## src/rtl/core/pbrle_pkg.sv

```systemverilog
// ----------------------------------------------------------------------------
// PackBits decoder package
// Shared types and constants of the PackBits decoder.
// ----------------------------------------------------------------------------
package pbrle_pkg;

    localparam int LimitWidth = 24;
    localparam logic [LimitWidth-1:0] LIMIT_RESET = 24'd320;
    localparam logic [7:0] HDR_NOP = 8'd128;

    typedef enum logic [1:0] {
        PH_HEADER  = 2'd0,
        PH_LITERAL = 2'd1,
        PH_DISCARD = 2'd2,
        PH_RUNVAL  = 2'd3
    } phase_t;

    typedef struct packed {
        phase_t                phase;
        logic [7:0]            literal_left;
        logic [7:0]            discard_left;
        logic [7:0]            run_length;
        logic [LimitWidth-1:0] owed;
    } dec_state_t;

    typedef struct packed {
        logic       valid;
        logic [7:0] data;
        logic [7:0] count;
        logic       last;
    } dec_result_t;

endpackage

```

## src/rtl/core/pbrle_step.sv

```systemverilog
// ----------------------------------------------------------------------------
// PackBits decode step
// Next state and optional result for one compressed word.
// ----------------------------------------------------------------------------
module pbrle_step (
    input  pbrle_pkg::dec_state_t                 state,
    input  logic [7:0]                            in_byte,
    input  logic [pbrle_pkg::LimitWidth-1:0]      limit_eff,
    output pbrle_pkg::dec_state_t                 state_next,
    output pbrle_pkg::dec_result_t                result
);

    logic [7:0]                       lit_dec;
    logic [7:0]                       dis_dec;
    logic [pbrle_pkg::LimitWidth-1:0] run_ext;
    logic [7:0]                       run_count;
    logic [7:0]                       charge;
    logic [pbrle_pkg::LimitWidth-1:0] owed_after;
    logic                             done;

    assign lit_dec   = state.literal_left - 8'd1;
    assign dis_dec   = state.discard_left - 8'd1;
    assign run_ext   = {{(pbrle_pkg::LimitWidth-8){1'b0}}, state.run_length};
    // run is clipped to what the read still owes
    assign run_count = (run_ext < state.owed) ? state.run_length : state.owed[7:0];
    assign charge    = (state.phase == pbrle_pkg::PH_RUNVAL) ? run_count : 8'd1;
    assign owed_after = state.owed - {{(pbrle_pkg::LimitWidth-8){1'b0}}, charge};
    assign done      = (owed_after == '0);

    always_comb begin
        state_next   = state;
        result.valid = 1'b0;
        result.data  = in_byte;
        result.count = charge;
        result.last  = done;
        unique case (state.phase)
            pbrle_pkg::PH_HEADER: begin
                if (in_byte == pbrle_pkg::HDR_NOP) begin
                    state_next.phase = pbrle_pkg::PH_HEADER;
                end else if (!in_byte[7]) begin
                    state_next.literal_left = in_byte + 8'd1;
                    state_next.phase        = pbrle_pkg::PH_LITERAL;
                end else begin
                    // 257 - n, modulo 256 since n >= 129
                    state_next.run_length = 8'd1 - in_byte;
                    state_next.phase      = pbrle_pkg::PH_RUNVAL;
                end
            end
            pbrle_pkg::PH_LITERAL: begin
                result.valid            = 1'b1;
                state_next.literal_left = lit_dec;
                state_next.owed         = done ? limit_eff : owed_after;
                if (lit_dec == 8'd0) begin
                    state_next.phase = pbrle_pkg::PH_HEADER;
                end else if (done) begin
                    state_next.discard_left = lit_dec;
                    state_next.literal_left = 8'd0;
                    state_next.phase        = pbrle_pkg::PH_DISCARD;
                end
            end
            pbrle_pkg::PH_DISCARD: begin
                state_next.discard_left = dis_dec;
                if (dis_dec == 8'd0) begin
                    state_next.phase = pbrle_pkg::PH_HEADER;
                end
            end
            pbrle_pkg::PH_RUNVAL: begin
                result.valid          = 1'b1;
                state_next.owed       = done ? limit_eff : owed_after;
                state_next.run_length = 8'd0;
                state_next.phase      = pbrle_pkg::PH_HEADER;
            end
            default: begin
                state_next.phase = pbrle_pkg::PH_HEADER;
            end
        endcase
    end

endmodule

```

## src/rtl/core/packbits_rle_decoder.sv

```systemverilog
// ----------------------------------------------------------------------------
// PackBits run-length decoder
// Stream decoder, one compressed byte per word, clipped to a read length.
// ----------------------------------------------------------------------------
// Takes one compressed byte per input word and emits at most one result word
// per input: a decoded byte plus a repeat count (1 for literals, up to 128 for
// runs). Header and no-op bytes and dropped literal tails give no result. The
// output limit register sets how many decoded bytes one read delivers; the
// result that completes it carries m_tlast, and the count then reloads. A
// limit of zero acts as one, and writing the limit restarts the current read.
// Write the limit only while the decoder is idle. Throughput is one word per
// cycle while m_tready drains the result register; words pass the input
// register, the combinational decode step and the result register. The output
// register frees the input side while a finished result waits on m_tready.
// ----------------------------------------------------------------------------
module packbits_rle_decoder (
    input  logic        aclk,
    input  logic        aresetn,
    // input stream
    input  logic        s_tvalid,
    output logic        s_tready,
    input  logic [7:0]  s_tdata,   // [7:0] in_byte
    // result stream
    output logic        m_tvalid,
    input  logic        m_tready,
    output logic [15:0] m_tdata,   // [7:0] out_byte, [15:8] repeat_count
    output logic        m_tlast,   // end_of_read
    // output limit write
    input  logic        cfg_valid,
    output logic        cfg_ready,
    input  logic [pbrle_pkg::LimitWidth-1:0] cfg_data
);

    // config
    logic [pbrle_pkg::LimitWidth-1:0] limit_reg;
    logic [pbrle_pkg::LimitWidth-1:0] limit_eff;

    // input register
    logic       in_valid_reg;
    logic [7:0] in_byte_reg;

    // decode state
    pbrle_pkg::dec_state_t  state_reg;
    pbrle_pkg::dec_state_t  state_next;
    pbrle_pkg::dec_result_t result;

    // result register
    logic       out_valid_reg;
    logic [7:0] out_byte_reg;
    logic [7:0] out_count_reg;
    logic       out_last_reg;

    logic out_free;
    logic advance;

    assign cfg_ready = 1'b1;
    assign limit_eff = (limit_reg == '0) ? {{(pbrle_pkg::LimitWidth-1){1'b0}}, 1'b1}
                                         : limit_reg;

    // Stage moves when it needs no output slot or the slot frees this cycle.
    assign out_free = !out_valid_reg || m_tready;
    assign advance  = in_valid_reg && (!result.valid || out_free);
    assign s_tready = !in_valid_reg || advance;

    pbrle_step u_step (
        .state      (state_reg),
        .in_byte    (in_byte_reg),
        .limit_eff  (limit_eff),
        .state_next (state_next),
        .result     (result)
    );

    always_ff @(posedge aclk) begin
        if (!aresetn) begin
            limit_reg              <= pbrle_pkg::LIMIT_RESET;
            in_valid_reg           <= 1'b0;
            state_reg.phase        <= pbrle_pkg::PH_HEADER;
            state_reg.literal_left <= 8'd0;
            state_reg.discard_left <= 8'd0;
            state_reg.run_length   <= 8'd0;
            state_reg.owed         <= pbrle_pkg::LIMIT_RESET;
            out_valid_reg          <= 1'b0;
        end else begin
            if (s_tready) begin
                in_valid_reg <= s_tvalid;
            end
            if (advance) begin
                state_reg <= state_next;
            end
            // limit write restarts the read; decode phase is kept
            if (cfg_valid) begin
                limit_reg <= cfg_data;
                state_reg.owed <= (cfg_data == '0)
                    ? {{(pbrle_pkg::LimitWidth-1){1'b0}}, 1'b1} : cfg_data;
            end
            if (advance && result.valid) begin
                out_valid_reg <= 1'b1;
            end else if (m_tready) begin
                out_valid_reg <= 1'b0;
            end
        end
    end

    // payload registers, no reset
    always_ff @(posedge aclk) begin
        if (s_tready && s_tvalid) begin
            in_byte_reg <= s_tdata;
        end
        if (advance && result.valid) begin
            out_byte_reg  <= result.data;
            out_count_reg <= result.count;
            out_last_reg  <= result.last;
        end
    end

    assign m_tvalid = out_valid_reg;
    assign m_tdata  = {out_count_reg, out_byte_reg};
    assign m_tlast  = out_last_reg;

endmodule

```

## config.mk

```make
export PLATFORM = sky130hd
export DESIGN_NAME = packbits_rle_decoder
export DESIGN_NICKNAME = d
export VERILOG_FILES = /design/src/rtl/core/pbrle_pkg.sv /design/src/rtl/core/pbrle_step.sv /design/src/rtl/core/packbits_rle_decoder.sv
export SDC_FILE = /design/constraint.sdc
export NUM_CORES = 1
export LEC_CHECK = 0
export BUFFER_PORTS_ARGS = -buffer_cell sky130_fd_sc_hd__buf_4
export CORE_ASPECT_RATIO = 0.8
export CORE_MARGIN = 3
export CORE_UTILIZATION = 60
export DETAILED_ROUTE_END_ITERATION = 8
export GPL_TIMING_DRIVEN = 0
export HOLD_SLACK_MARGIN = 0.05
export PLACE_DENSITY = 0.81
export SLEW_MARGIN = 40
export SYNTH_ARGS = -nofsm -noshare
export SYNTH_HDL_FRONTEND = slang
export SYNTH_SLANG_ARGS = --single-unit
```

## constraint.sdc

```tcl
create_clock -name aclk -period 7.16 [get_ports aclk]
set_input_delay 1.79 -clock aclk [delete_from_list [all_inputs] [get_ports aclk]]
set_output_delay 1.79 -clock aclk [all_outputs]
set_load 0.02 [all_outputs]
```

==> flow_summary_export.csv <==
group,metric,value,unit
floorplan,die_x,118,um
floorplan,start_util,62.2,%
timing,hold_viol,0,
run,maxCapViolCount,0,
placed_design,place_ws,0.524,ns
finish,fill_cells,812,
worst_hold_path,hold_class,"reg -> reg",
critical_path,slowest_stage,"or4_1",
timing,finalMaxSlewViolations,0,
power_and_ir_drop,powerDensity,212,nW/um^2
clock_network,cts-root-buf,"clkbuf_16",
clock_network,clkSinkCount,101,
floorplan,die_area,11300,um^2
timing,setup_viol,0,
synthesis,synth_edf_count,25,
grt,grt_max_degree,27,
synthesis,yosys_register_bits,101,
timing,finClkSkew,0.00910,ns
finish,final_layout_size_suffix_gt1_share,12.5,%
timing,relSlewSlack,45.3,%
synthesis,synth.area.top_cells,"dfxtp_1 (25%), edfxtp_1 (12%), mux2i_1 (5.8%), ha_1 (5.6%), nor2_1 (4.6%)",
critical_path,cp.required,7.44,ns
clock_network,clk_path_buf_depth,2,
finish,layout.nets,833,
synthesis,synth_nets,767,
clock_network,cts_hold_buffers,0,
drt,vias,5802,
finish,area_growth,14.5,%
floorplan,rows,32,
placed_design,dp.final_hpwl,13.5,mm
power_and_ir_drop,ir_worst_vdd,0.000164,V
synthesis,synthDistinctLibCells,76,
clock_network,cts_buffers,9,
critical_path,critPathBufInv,3,
drt,vias_per_cell,6.38,
grt,grt_overflow,0,
finish,largest_reg_flops,50,
critical_path,crit_type,"reg -> reg",
drt,drt-total-wl,18.0,mm
power_and_ir_drop,leakage,2.66,nW
critical_path,slowest_delay,0.64,ns
synthesis,synth_top_cell_area_share,25.1,%
critical_path,cp_max_fo,10,
grt,antenna_found_initial,0,
synthesis,seq_area_frac_synth,37.5,%
grt,grt_util_all_layers,31.8,%
synthesis,synthCells,702,
clock_network,clk_latency,0.35,ns
finish,layout_commonest_cell,"dfxtp_1",
finish,final_cell_area,6930,um^2
timing,timing.setup.tns,0,ns
synthesis,synth_flop_cell,"dfxtp_1",
drt,post_drt_wl_per_cell,19.8,um
floorplan,dieHeight,95.9,um
timing,final.period_utilization,94.0,%
synthesis,synth_area,6060,um^2
floorplan,ios,57,
critical_path,critical-path-top-delay-family,"simple AND/OR/NAND/NOR gates",
synthesis,synthArstFlopShare,0,%
critical_path,cp-end-kind,"register",
critical_path,worstPathCellList,"or4_1 > nor3_1 > nand2_1 > or4_1 > a21oi_4 > mux2i_1 > nand2_1 > ha_1 > fa_1 > nand2b_1 > a211oi_1 > o31a_1 > clkbuf_1 > o22ai_1 > a211o_1 > a2111oi_4 > nand2_2 > inv_2 > buf_2 > a21oi_1 > o21ai_1",
drt,drt_iter0_drc,575,
floorplan,design.core.area,9730,um^2
placed_design,place.gp.congestion,0.947,
finish,final_cell_mix,"dfxtp_1 (76), nor2_1 (75), buf_4 (58)",
clock_network,cts_max_level,3,
drt,drc,0,
placed_design,place_area,6640,um^2
timing,fmax,149,MHz
timing,setup_slack,0.427,ns
timing,rsz0062_at_grt,"false",
grt,grt_pass1_wl,28.2,mm
placed_design,port_buffers,55,
synthesis,ys_warn_count,0,
drt,ant_nets,0,
critical_path,arrival,7.01,ns
grt,grt_pass1_vias,5383,
critical_path,crit_path_start_kind,"register",
timing,min_period,6.73,ns
synthesis,synth_area_leader_cell,"dfxtp_1",
finish,num_antenna_cells,0,
synthesis,syn_avg_cell_area,8.63,um^2
drt,drtPass1Iterations,5,
run_status,status,"finished clean",
clock_network,clk_pin_slew,0.07,ns
clock_network,cts_tree,"yes",
timing,tightest_slew,0.812,ns
==> worst reg2reg max path: stages (launching register included) <==
cell	delay (ns)
dfxtp_1	0.35
or4_1	0.60
nor3_1	0.44
nand2_1	0.18
or4_1	0.64
a21oi_4	0.36
mux2i_1	0.23
nand2_1	0.10
ha_1	0.23
fa_1	0.39
nand2b_1	0.19
a211oi_1	0.36
o31a_1	0.20
clkbuf_1	0.36
o22ai_1	0.17
a211o_1	0.34
a2111oi_4	0.40
nand2_2	0.22
inv_2	0.28
buf_2	0.34
a21oi_1	0.14
o21ai_1	0.16
==> cell type report <==
type | count | area [um^2] | area share [%]
repair buffers | 55 | 413 | 5.95
plain buffers | 39 | 171 | 2.47
clock buffers | 10 | 229 | 3.30
flip-flops and latches | 101 | 2270 | 32.8
multi-input cells | 533 | 3520 | 50.7
well taps | 136 | 170 | 2.45
clock inverters | 6 | 53.8 | 0.776
inverters | 29 | 109 | 1.57
==> where the power goes <==
group	internal, mW	switching [mW]	total (mW)
sequential	0.619	0.0384	0.657
combinational	0.133	0.203	0.336
clock	0.242	0.231	0.474
total	0.994	0.473	1.47
==> routing by layer <==
layer / global-route usage, % / routed length [um]
met5: 0 / 0
met4: 10.1 / 345
met3: 8.40 / 2200
met2: 46.8 / 7530
met1: 45.7 / 7880
==> final timing paths <==
kind | to | cells past startpoint | slack, ns | from
setup / recovery | state_reg[2] | 21 | 0.43 | state_reg[16]
hold / removal | out_byte_reg[3] | 0 | 0.46 | in_byte_reg[3]
setup reg to reg | state_reg[2] | 21 | 0.43 | state_reg[16]
hold reg to reg | out_byte_reg[3] | 0 | 0.46 | in_byte_reg[3]
==> cell families after synthesis <==
family                     Yosys count  share of synthesized area (%)
buffers and inverters               68                           4.61
adders and majority gates           28                           5.91
and+or+nand+nor                    249                           20.8
xor gates and xnor gates            33                           4.77
other                                1                         0.0619
DFF                                101                           37.5
AOI/OAI and AO/OA                  186                           20.4
muxes                               36                           5.97
==> Yosys cell counts (18+ instances only) <==
library cell,n
clkbuf_1,28
ha_1,27
nor2_1,75
nand2b_1,18
xnor2_1,19
a21oi_1,47
o21ai_0,41
nand2_1,48
dfxtp_1,76
edfxtp_1,25
nor3_1,19
inv_1,27
mux2i_1,35
==> metrics by stage <==
| step | total power, mW | hold WS (ns) | instances | utilization [%] |
|---|---|---|---|---|
| global route | 1.53 | 0.476 | 909 | 71.3 |
| CTS | 1.46 | 0.462 | 909 | 71.2 |
| detailed placement | 0.990 | 0.437 | 893 | 68.2 |
| floorplan | 0.887 | 0.424 | 702 | - |
| finish | 1.47 | 0.461 | 909 | 71.3 |
| global placement | 0.979 | 0.437 | 893 | 68.2 |
==> what timing repair did <==
action | in CTS | in global routing
setup buffers | 0 | 0
resized for setup | 0 | 1
endpoints found under the setup margin | 0 | 8
(Power assumes the default switching activity.)
